**config.mk**
```make
export PLATFORM = sky130hd
export DESIGN_NAME = decimal_ascii_formatter
export DESIGN_NICKNAME = d
export VERILOG_FILES = /design/src/sv/dfmt_pkg.sv /design/src/sv/decimal_ascii_formatter.sv
export SDC_FILE = /design/constraint.sdc
export NUM_CORES = 1
export LEC_CHECK = 0
export ABC_CLOCK_PERIOD_IN_PS = 18100
export BUFFER_PORTS_ARGS = -buffer_cell sky130_fd_sc_hd__clkbuf_2
export CORE_MARGIN = 2
export CORE_UTILIZATION = 30
export DETAILED_ROUTE_END_ITERATION = 10
export PLACE_DENSITY = 0.56
export SLEW_MARGIN = 20
export SYNTH_ARGS = -nofsm -noshare
export SYNTH_HDL_FRONTEND = slang
export SYNTH_SLANG_ARGS = --single-unit
```
**constraint.sdc**
```tcl
create_clock -name clk -period 18.1 [get_ports clk]
set_input_delay 5.43 -clock clk [delete_from_list [all_inputs] [get_ports clk]]
set_output_delay 5.43 -clock clk [all_outputs]
set_load 0.05 [all_outputs]
```
**src/sv/dfmt_pkg.sv**
```systemverilog
`default_nettype none
package dfmt_pkg;

  localparam int MAX_DIGITS = 10;
  localparam int DIG_W      = (MAX_DIGITS > 1) ? $clog2(MAX_DIGITS) : 1;

  localparam logic [1:0] OP_SIGNED   = 2'd0;
  localparam logic [1:0] OP_UNSIGNED = 2'd1;
  localparam logic [1:0] OP_MILLIVOLT = 2'd2;

  localparam logic [9:0]  ADC_MAX  = 10'd1023;
  localparam logic [12:0] MV_CORR  = 13'd18;
  localparam logic [31:0] RECIP_10 = 32'hCCCCCCCD;
  localparam int          RECIP_SH = 35;

  localparam logic [7:0] CH_ZERO  = 8'h30;
  localparam logic [7:0] CH_MINUS = 8'h2D;

  typedef struct packed {
    logic [1:0]  operation;
    logic [31:0] value;
  } fmt_req_t;

  typedef struct packed {
    logic [7:0] char_out;
    logic       last;
  } fmt_char_t;

  function automatic logic [12:0] mv_threshold(input logic [1:0] idx);
    logic [12:0] t;
    case (idx)
      2'd0:    t = 13'd1000;
      2'd1:    t = 13'd2000;
      2'd2:    t = 13'd3000;
      2'd3:    t = 13'd4000;
      default: t = 13'd4000;
    endcase
    return t;
  endfunction

  function automatic logic [7:0] suffix_char(input logic [1:0] idx);
    logic [7:0] c;
    case (idx)
      2'd0:    c = 8'h6D;
      2'd1:    c = 8'h56;
      2'd2:    c = 8'h0A;
      2'd3:    c = 8'h0D;
      default: c = 8'h0D;
    endcase
    return c;
  endfunction

endpackage
`default_nettype wire

```
**src/sv/decimal_ascii_formatter.sv**
```systemverilog
`default_nettype none
// channel  direction  payload     handshake
// src      in         fmt_req_t   src_valid / src_stall
// dst      out        fmt_char_t  dst_valid / dst_stall
//
// One request at a time. Millivolt mode first corrects the value against each
// of the four thresholds, then each decimal digit goes through the shared
// reciprocal multiplier (multiply, then quotient/remainder). Characters then
// leave one per cycle from the output register while dst_stall is low.
// Undefined operation returns to idle at once. Synchronous reset clears the
// sequencer and dst_valid.
module decimal_ascii_formatter (
  input  wire                  clk,
  input  wire                  rst,
  input  dfmt_pkg::fmt_req_t   src_data,
  input  wire                  src_valid,
  output logic                 src_stall,
  output dfmt_pkg::fmt_char_t  dst_data,
  output logic                 dst_valid,
  input  wire                  dst_stall
);
  import dfmt_pkg::*;

  localparam logic [2:0] S_IDLE = 3'd0;
  localparam logic [2:0] S_CORR = 3'd1;
  localparam logic [2:0] S_MUL  = 3'd2;
  localparam logic [2:0] S_DIG  = 3'd3;
  localparam logic [2:0] S_EMIT = 3'd4;

  logic [2:0]       state;
  logic [31:0]      val;
  logic [63:0]      prod;
  logic [DIG_W-1:0] cnt;
  logic [1:0]       sidx;
  logic             minus;
  logic             mv_mode;
  logic             in_suffix;
  logic [7:0]       digits [MAX_DIGITS];

  logic        accept;
  logic        load_ok;
  logic [9:0]  sat;
  logic [12:0] mv6;
  logic [31:0] quo;
  logic [31:0] rem_full;
  logic [12:0] thr;

  assign src_stall = (state != S_IDLE);
  assign accept    = src_valid && !src_stall;
  assign load_ok   = !dst_valid || !dst_stall;

  always_comb begin
    sat      = (src_data.value > 32'(ADC_MAX)) ? ADC_MAX : src_data.value[9:0];
    mv6      = {1'b0, sat, 2'b00} + {2'b00, sat, 1'b0};
    quo      = 32'(prod[63:RECIP_SH]);
    rem_full = val - ((quo << 3) + (quo << 1));
    thr      = mv_threshold(sidx);
  end

  always_ff @(posedge clk) begin
    if (rst) begin
      state     <= S_IDLE;
      dst_valid <= 1'b0;
    end else begin
      if (dst_valid && !dst_stall && state != S_EMIT) dst_valid <= 1'b0;
      case (state)
        S_IDLE: begin
          if (accept) begin
            cnt       <= '0;
            sidx      <= 2'd0;
            in_suffix <= 1'b0;
            minus     <= (src_data.operation == OP_SIGNED) && src_data.value[31];
            mv_mode   <= (src_data.operation == OP_MILLIVOLT);
            case (src_data.operation)
              OP_SIGNED: begin
                val   <= src_data.value[31] ? (~src_data.value + 32'd1) : src_data.value;
                state <= S_MUL;
              end
              OP_UNSIGNED: begin
                val   <= src_data.value;
                state <= S_MUL;
              end
              OP_MILLIVOLT: begin
                val     <= 32'(mv6);
                state   <= S_CORR;
              end
              default: state <= S_IDLE;
            endcase
          end
        end
        S_CORR: begin
          if (val > 32'(thr)) val <= val - 32'(MV_CORR);
          sidx <= sidx + 2'd1;
          if (sidx == 2'd3) state <= S_MUL;
        end
        S_MUL: begin
          prod  <= {32'b0, val} * {32'b0, RECIP_10};
          state <= S_DIG;
        end
        S_DIG: begin
          digits[cnt] <= CH_ZERO + {4'b0, rem_full[3:0]};
          val         <= quo;
          if (quo == 32'd0 || cnt == DIG_W'(MAX_DIGITS - 1)) begin
            sidx  <= 2'd0;
            state <= S_EMIT;
          end else begin
            cnt   <= cnt + DIG_W'(1);
            state <= S_MUL;
          end
        end
        S_EMIT: begin
          if (load_ok) begin
            dst_valid <= 1'b1;
            if (minus) begin
              dst_data.char_out <= CH_MINUS;
              dst_data.last     <= 1'b0;
              minus             <= 1'b0;
            end else if (!in_suffix) begin
              dst_data.char_out <= digits[cnt];
              dst_data.last     <= (cnt == '0) && !mv_mode;
              if (cnt == '0) begin
                if (mv_mode) in_suffix <= 1'b1;
                else state <= S_IDLE;
              end else begin
                cnt <= cnt - DIG_W'(1);
              end
            end else begin
              dst_data.char_out <= suffix_char(sidx);
              dst_data.last     <= (sidx == 2'd3);
              sidx              <= sidx + 2'd1;
              if (sidx == 2'd3) state <= S_IDLE;
            end
          end
        end
        default: state <= S_IDLE;
      endcase
    end
  end

endmodule
`default_nettype wire

```
==> parameters.txt <==
Parameter                              Value

Outcome
  Outcome ... completed

Layout
  Share of cells above drive strength 1 ... 5.05%
  Diodes inserted ... 0
  Layout Nets ... 3403
  Post-route cell area ... 0.0272 sq mm
  Synthesis-to-layout area growth ... 8.25%
  End-of-flow core utilization ... 32.6%
  Fill cell total of the finished layout ... 8606

Place
  RePlAce Congestion ... 0.944
  Placement-stage worst setup slack ... 8.83 ns
  Half-perimeter wire length after detailed placement ... 61900 microns
  Placement-stage cell area ... 0.0266 sq mm
  IO buf count ... 47

Critical path
  Reg-to-reg critical path startpoint ... val[1]
  Worst R2R End ... prod[61]
  Worst Path Required ... 18.28 ns
  Critical path fanouts, max ... 11
  Worst setup path endpoint ... prod[61]
  Worst-case register-to-register setup slack ... 9.00 ns
  Kind of start point of the critical path ... flop
  Origin of the worst setup path ... val[1]
  Count of cells along the worst register-to-register path ... 23
  Data arrival time of the critical path ... 9.28 ns
  Ordered cell list for the critical path ... inv_1, ha_1, xor2_1, ha_1, or2_2, fa_1, fa_1, fa_1, fa_1, fa_1, inv_1, fa_1, inv_1, ha_1, nand3_1, nor3_1, nand3_1, a311oi_2, o211ai_1, a21oi_1, o21ai_0, nor2b_1, xnor2_1
  Critical Path Sink Type ... flop
  Largest stage delay, worst path ... 0.70 ns
  Most Frequent Cell on Critical Path ... sky130_fd_sc_hd__fa_1
  Cell at the slowest stage of the critical path ... sky130_fd_sc_hd__edfxtp_1
  Worst Path Class, Setup ... reg2reg

GRT
  Initial antenna violation count ... 0
  Pin count of the biggest net entering global routing ... 52
  Vias in the first global route ... 18000
  Total grt overflow ... 0
  Overall track demand over capacity in global routing ... 16.9%
  Wire length of the first global-routing pass ... 110000 microns

Clock network
  Cts repair resizes ... 0
  Number of sinks on the clock net ... 126
  Number of buffers inserted during clock tree synthesis ... 17
  Clock tree root driver cell ... sky130_fd_sc_hd__clkbuf_16
  Post-cts hold buffer count ... 0
  Clock tree from TritonCTS ... yes
  H-tree Lvls ... 4
  Worst-skew pair later-pin latency ... 0.43 ns
  Max Buffers Root-to-Sink ... 2
  Post-CTS setup buffer count ... 0
  Clock transition at the registers of the reported paths ... 0.07 ns

STA
  Fin crit share ... 50.3%
  PnR worst setup slack ... 9.00 ns
  Highest attainable clock frequency ... 0.110 GHz
  Accumulated negative setup slack ... 0 ns
  Setup-violating endpoint count in the final report ... 0
  Maximum clock skew at final layout ... 0.0106 ns
  Number of hold-slack violations in the final timing report ... 0
  Final Max Slew Viols ... 0
  Slew headroom ... 32.7%
  Min Tclk post-route ... 9.10 ns
  Transition at the pin with the smallest max-transition slack ... 1.00 ns
  Unrepaired setup endpoints after global routing ... no

Yosys
  Netlist cell types ... 77
  Total nets after synthesis ... 3373
  Dominant cell type by area after synthesis ... sky130_fd_sc_hd__fa_1
  Synth top area cells ... sky130_fd_sc_hd__fa_1 31%, sky130_fd_sc_hd__ha_1 21%, sky130_fd_sc_hd__edfxtp_1 14%
  Summed instance area of the synthesized netlist ... 0.0251 sq mm
  Primary flip-flop cell chosen by synthesis mapping ... sky130_fd_sc_hd__edfxtp_1
  EDFF count, synth ... 118
  Average size of a mapped cell ... 9.91 sq um
  Share of the synthesized area in the top cell type ... 31.0%
  Portion of the post-synthesis area used by sequential elements ... 14.8%
  Post-synthesis register bit count ... 126
  Number of warnings reported in the yosys synthesis log ... 0
  Cell count after synthesis ... 2532
  Share of synthesized registers carrying an async set or reset ... 0%

Die
  Die Span X ... 293 microns
  Initial Utilization ... 30.1%
  Row cnt ... 106
  Core Region ... 0.0833 sq mm
  Die boundary height ... 293 microns
  Die area ... 0.0860 sq mm
  # IOs ... 49

Detailed routing
  Routed length per placed instance ... 19.4 microns
  Count of TritonRoute iterations in the first routing pass ... 6
  Wire length reported by the detailed router ... 71000 microns
  Final antenna-violating net count ... 0
  DRC violation count after routing ... 0
  Routed vias ... 17500
  Avg Vias per Cell ... 4.80
  Violation count after the first detailed-routing iteration ... 1288

Min path
  Classification of the worst-slack hold path ... reg2reg

Job
  Maxcap violations ... 0
-- cells in the final DEF, fill, tap and decap left out, types with 47 or more instances in the layout --
master	instances
sky130_fd_sc_hd__ha_1	415
sky130_fd_sc_hd__xor2_1	47
sky130_fd_sc_hd__a21oi_1	132
sky130_fd_sc_hd__nand2_1	115
sky130_fd_sc_hd__inv_1	646
sky130_fd_sc_hd__fa_1	388
sky130_fd_sc_hd__xnor2_1	81
sky130_fd_sc_hd__nor2_1	73
sky130_fd_sc_hd__edfxtp_1	118
sky130_fd_sc_hd__o21ai_0	63
sky130_fd_sc_hd__clkbuf_2	47
-- worst max-delay path: cells and delay by family, from the launching register on --
kind / cells / cell delay [ns]
adder cells (fa/ha/maj): 9 / 4.44
XOR/XNOR: 2 / 0.35
flip-flops: 1 / 0.70
buffers and inverters: 3 / 0.25
AO/OA/AOI/OAI: 4 / 1.62
AND/OR/NAND/NOR: 5 / 1.45
-- per-stage QoR --
| stage | instances | hold WS, ns |
|---|---|---|
| final | 3655 | 0.518 |
| after CTS | 3655 | 0.528 |
| after floorplan | 2532 | 0.564 |
| after global routing | 3655 | 0.562 |
| after detailed placement | 3623 | 0.518 |
| after global placement | 3623 | 0.510 |
-- routing by layer --
layer  up-vias  GRT usage (%)  part of all wire (%)
li1       8232              -                     -
met1      8779           23.7                    45
met2       468           26.9                    46
met3        68           3.64                   6.6
met4         0           3.73                   2.3
met5         -              0                     0
-- how the worst min path moves through the flow --
stage                endpoint  cells after the start      start  slack (ns)
floorplan             val[26]                      2   prod[61]        0.56
global placement    dst_valid                      2  dst_valid        0.51
detailed placement  dst_valid                      2  dst_valid        0.52
CTS                 dst_valid                      2  dst_valid        0.53
global route        dst_valid                      2  dst_valid        0.56
finish              dst_valid                      2  dst_valid        0.52
-- cell type report --
| class | instances | area [sq um] | share of cell area [%] |
|---|---|---|---|
| tap | 1080 | 1350 | 4.98 |
| timing repair buffer | 58 | 318 | 1.17 |
| inverter | 646 | 2420 | 8.93 |
| clock inverter | 15 | 151 | 0.557 |
| sequential | 126 | 3700 | 13.6 |
| multi-input combinational | 1713 | 18800 | 69.2 |
| clock buffer | 17 | 425 | 1.57 |
-- sequential cells by signal, indices dropped and copies added, names as in the netlist, named ones only --
register / cells
digits: 40
dst_data: 8
prod: 29
minus: 1
val: 32
sidx: 2
dst_valid: 1
cnt: 4
in_suffix: 1
mv_mode: 1
state: 3
-- cell usage after synthesis (6+ instances only) --
cell type                  instances
sky130_fd_sc_hd__or2_2            12
sky130_fd_sc_hd__xnor2_1          81
sky130_fd_sc_hd__mux4_2            8
sky130_fd_sc_hd__o21ai_0          63
sky130_fd_sc_hd__nor2b_1          13
sky130_fd_sc_hd__clkbuf_1         41
sky130_fd_sc_hd__and3_1           11
sky130_fd_sc_hd__inv_1           646
sky130_fd_sc_hd__a311oi_1          6
sky130_fd_sc_hd__nand4_1          13
sky130_fd_sc_hd__edfxtp_1        118
sky130_fd_sc_hd__o22ai_1           7
sky130_fd_sc_hd__fa_1            388
sky130_fd_sc_hd__a22oi_1           9
sky130_fd_sc_hd__a21o_1           39
sky130_fd_sc_hd__nand2_1         115
sky130_fd_sc_hd__or3_1            11
sky130_fd_sc_hd__a21boi_0          6
sky130_fd_sc_hd__o31ai_1          10
sky130_fd_sc_hd__o211ai_1         16
sky130_fd_sc_hd__ha_1            415
sky130_fd_sc_hd__o21bai_1         16
sky130_fd_sc_hd__a21oi_1         132
sky130_fd_sc_hd__a211oi_1          9
sky130_fd_sc_hd__nor3_1           26
sky130_fd_sc_hd__nand2b_1         23
sky130_fd_sc_hd__mux2i_1          20
sky130_fd_sc_hd__xor2_1           47
sky130_fd_sc_hd__nand3_1          35
sky130_fd_sc_hd__dfxtp_1           8
sky130_fd_sc_hd__and2_1           11
sky130_fd_sc_hd__nor4_1           14
sky130_fd_sc_hd__nor2_1           73
-- kinds of logic (layout without fill, tap and decap cells) --
kind of cell             Yosys count  in the layout  share of synthesized area, %
adder cells (fa/ha/maj)          803            803                          51.7
buffers and inverters            693            736                          10.4
AND/OR/NAND/NOR                  380            380                          7.58
AO/OA/AOI/OAI                    368            368                          9.37
XOR/XNOR                         128            128                          4.47
flip-flops                       126            126                          14.8
multiplexers                      33             33                          1.74
other                              1              1                        0.0149
Power is not shown: default switching activity piles up to over one toggle a cycle in this logic, so the estimate is an artifact.
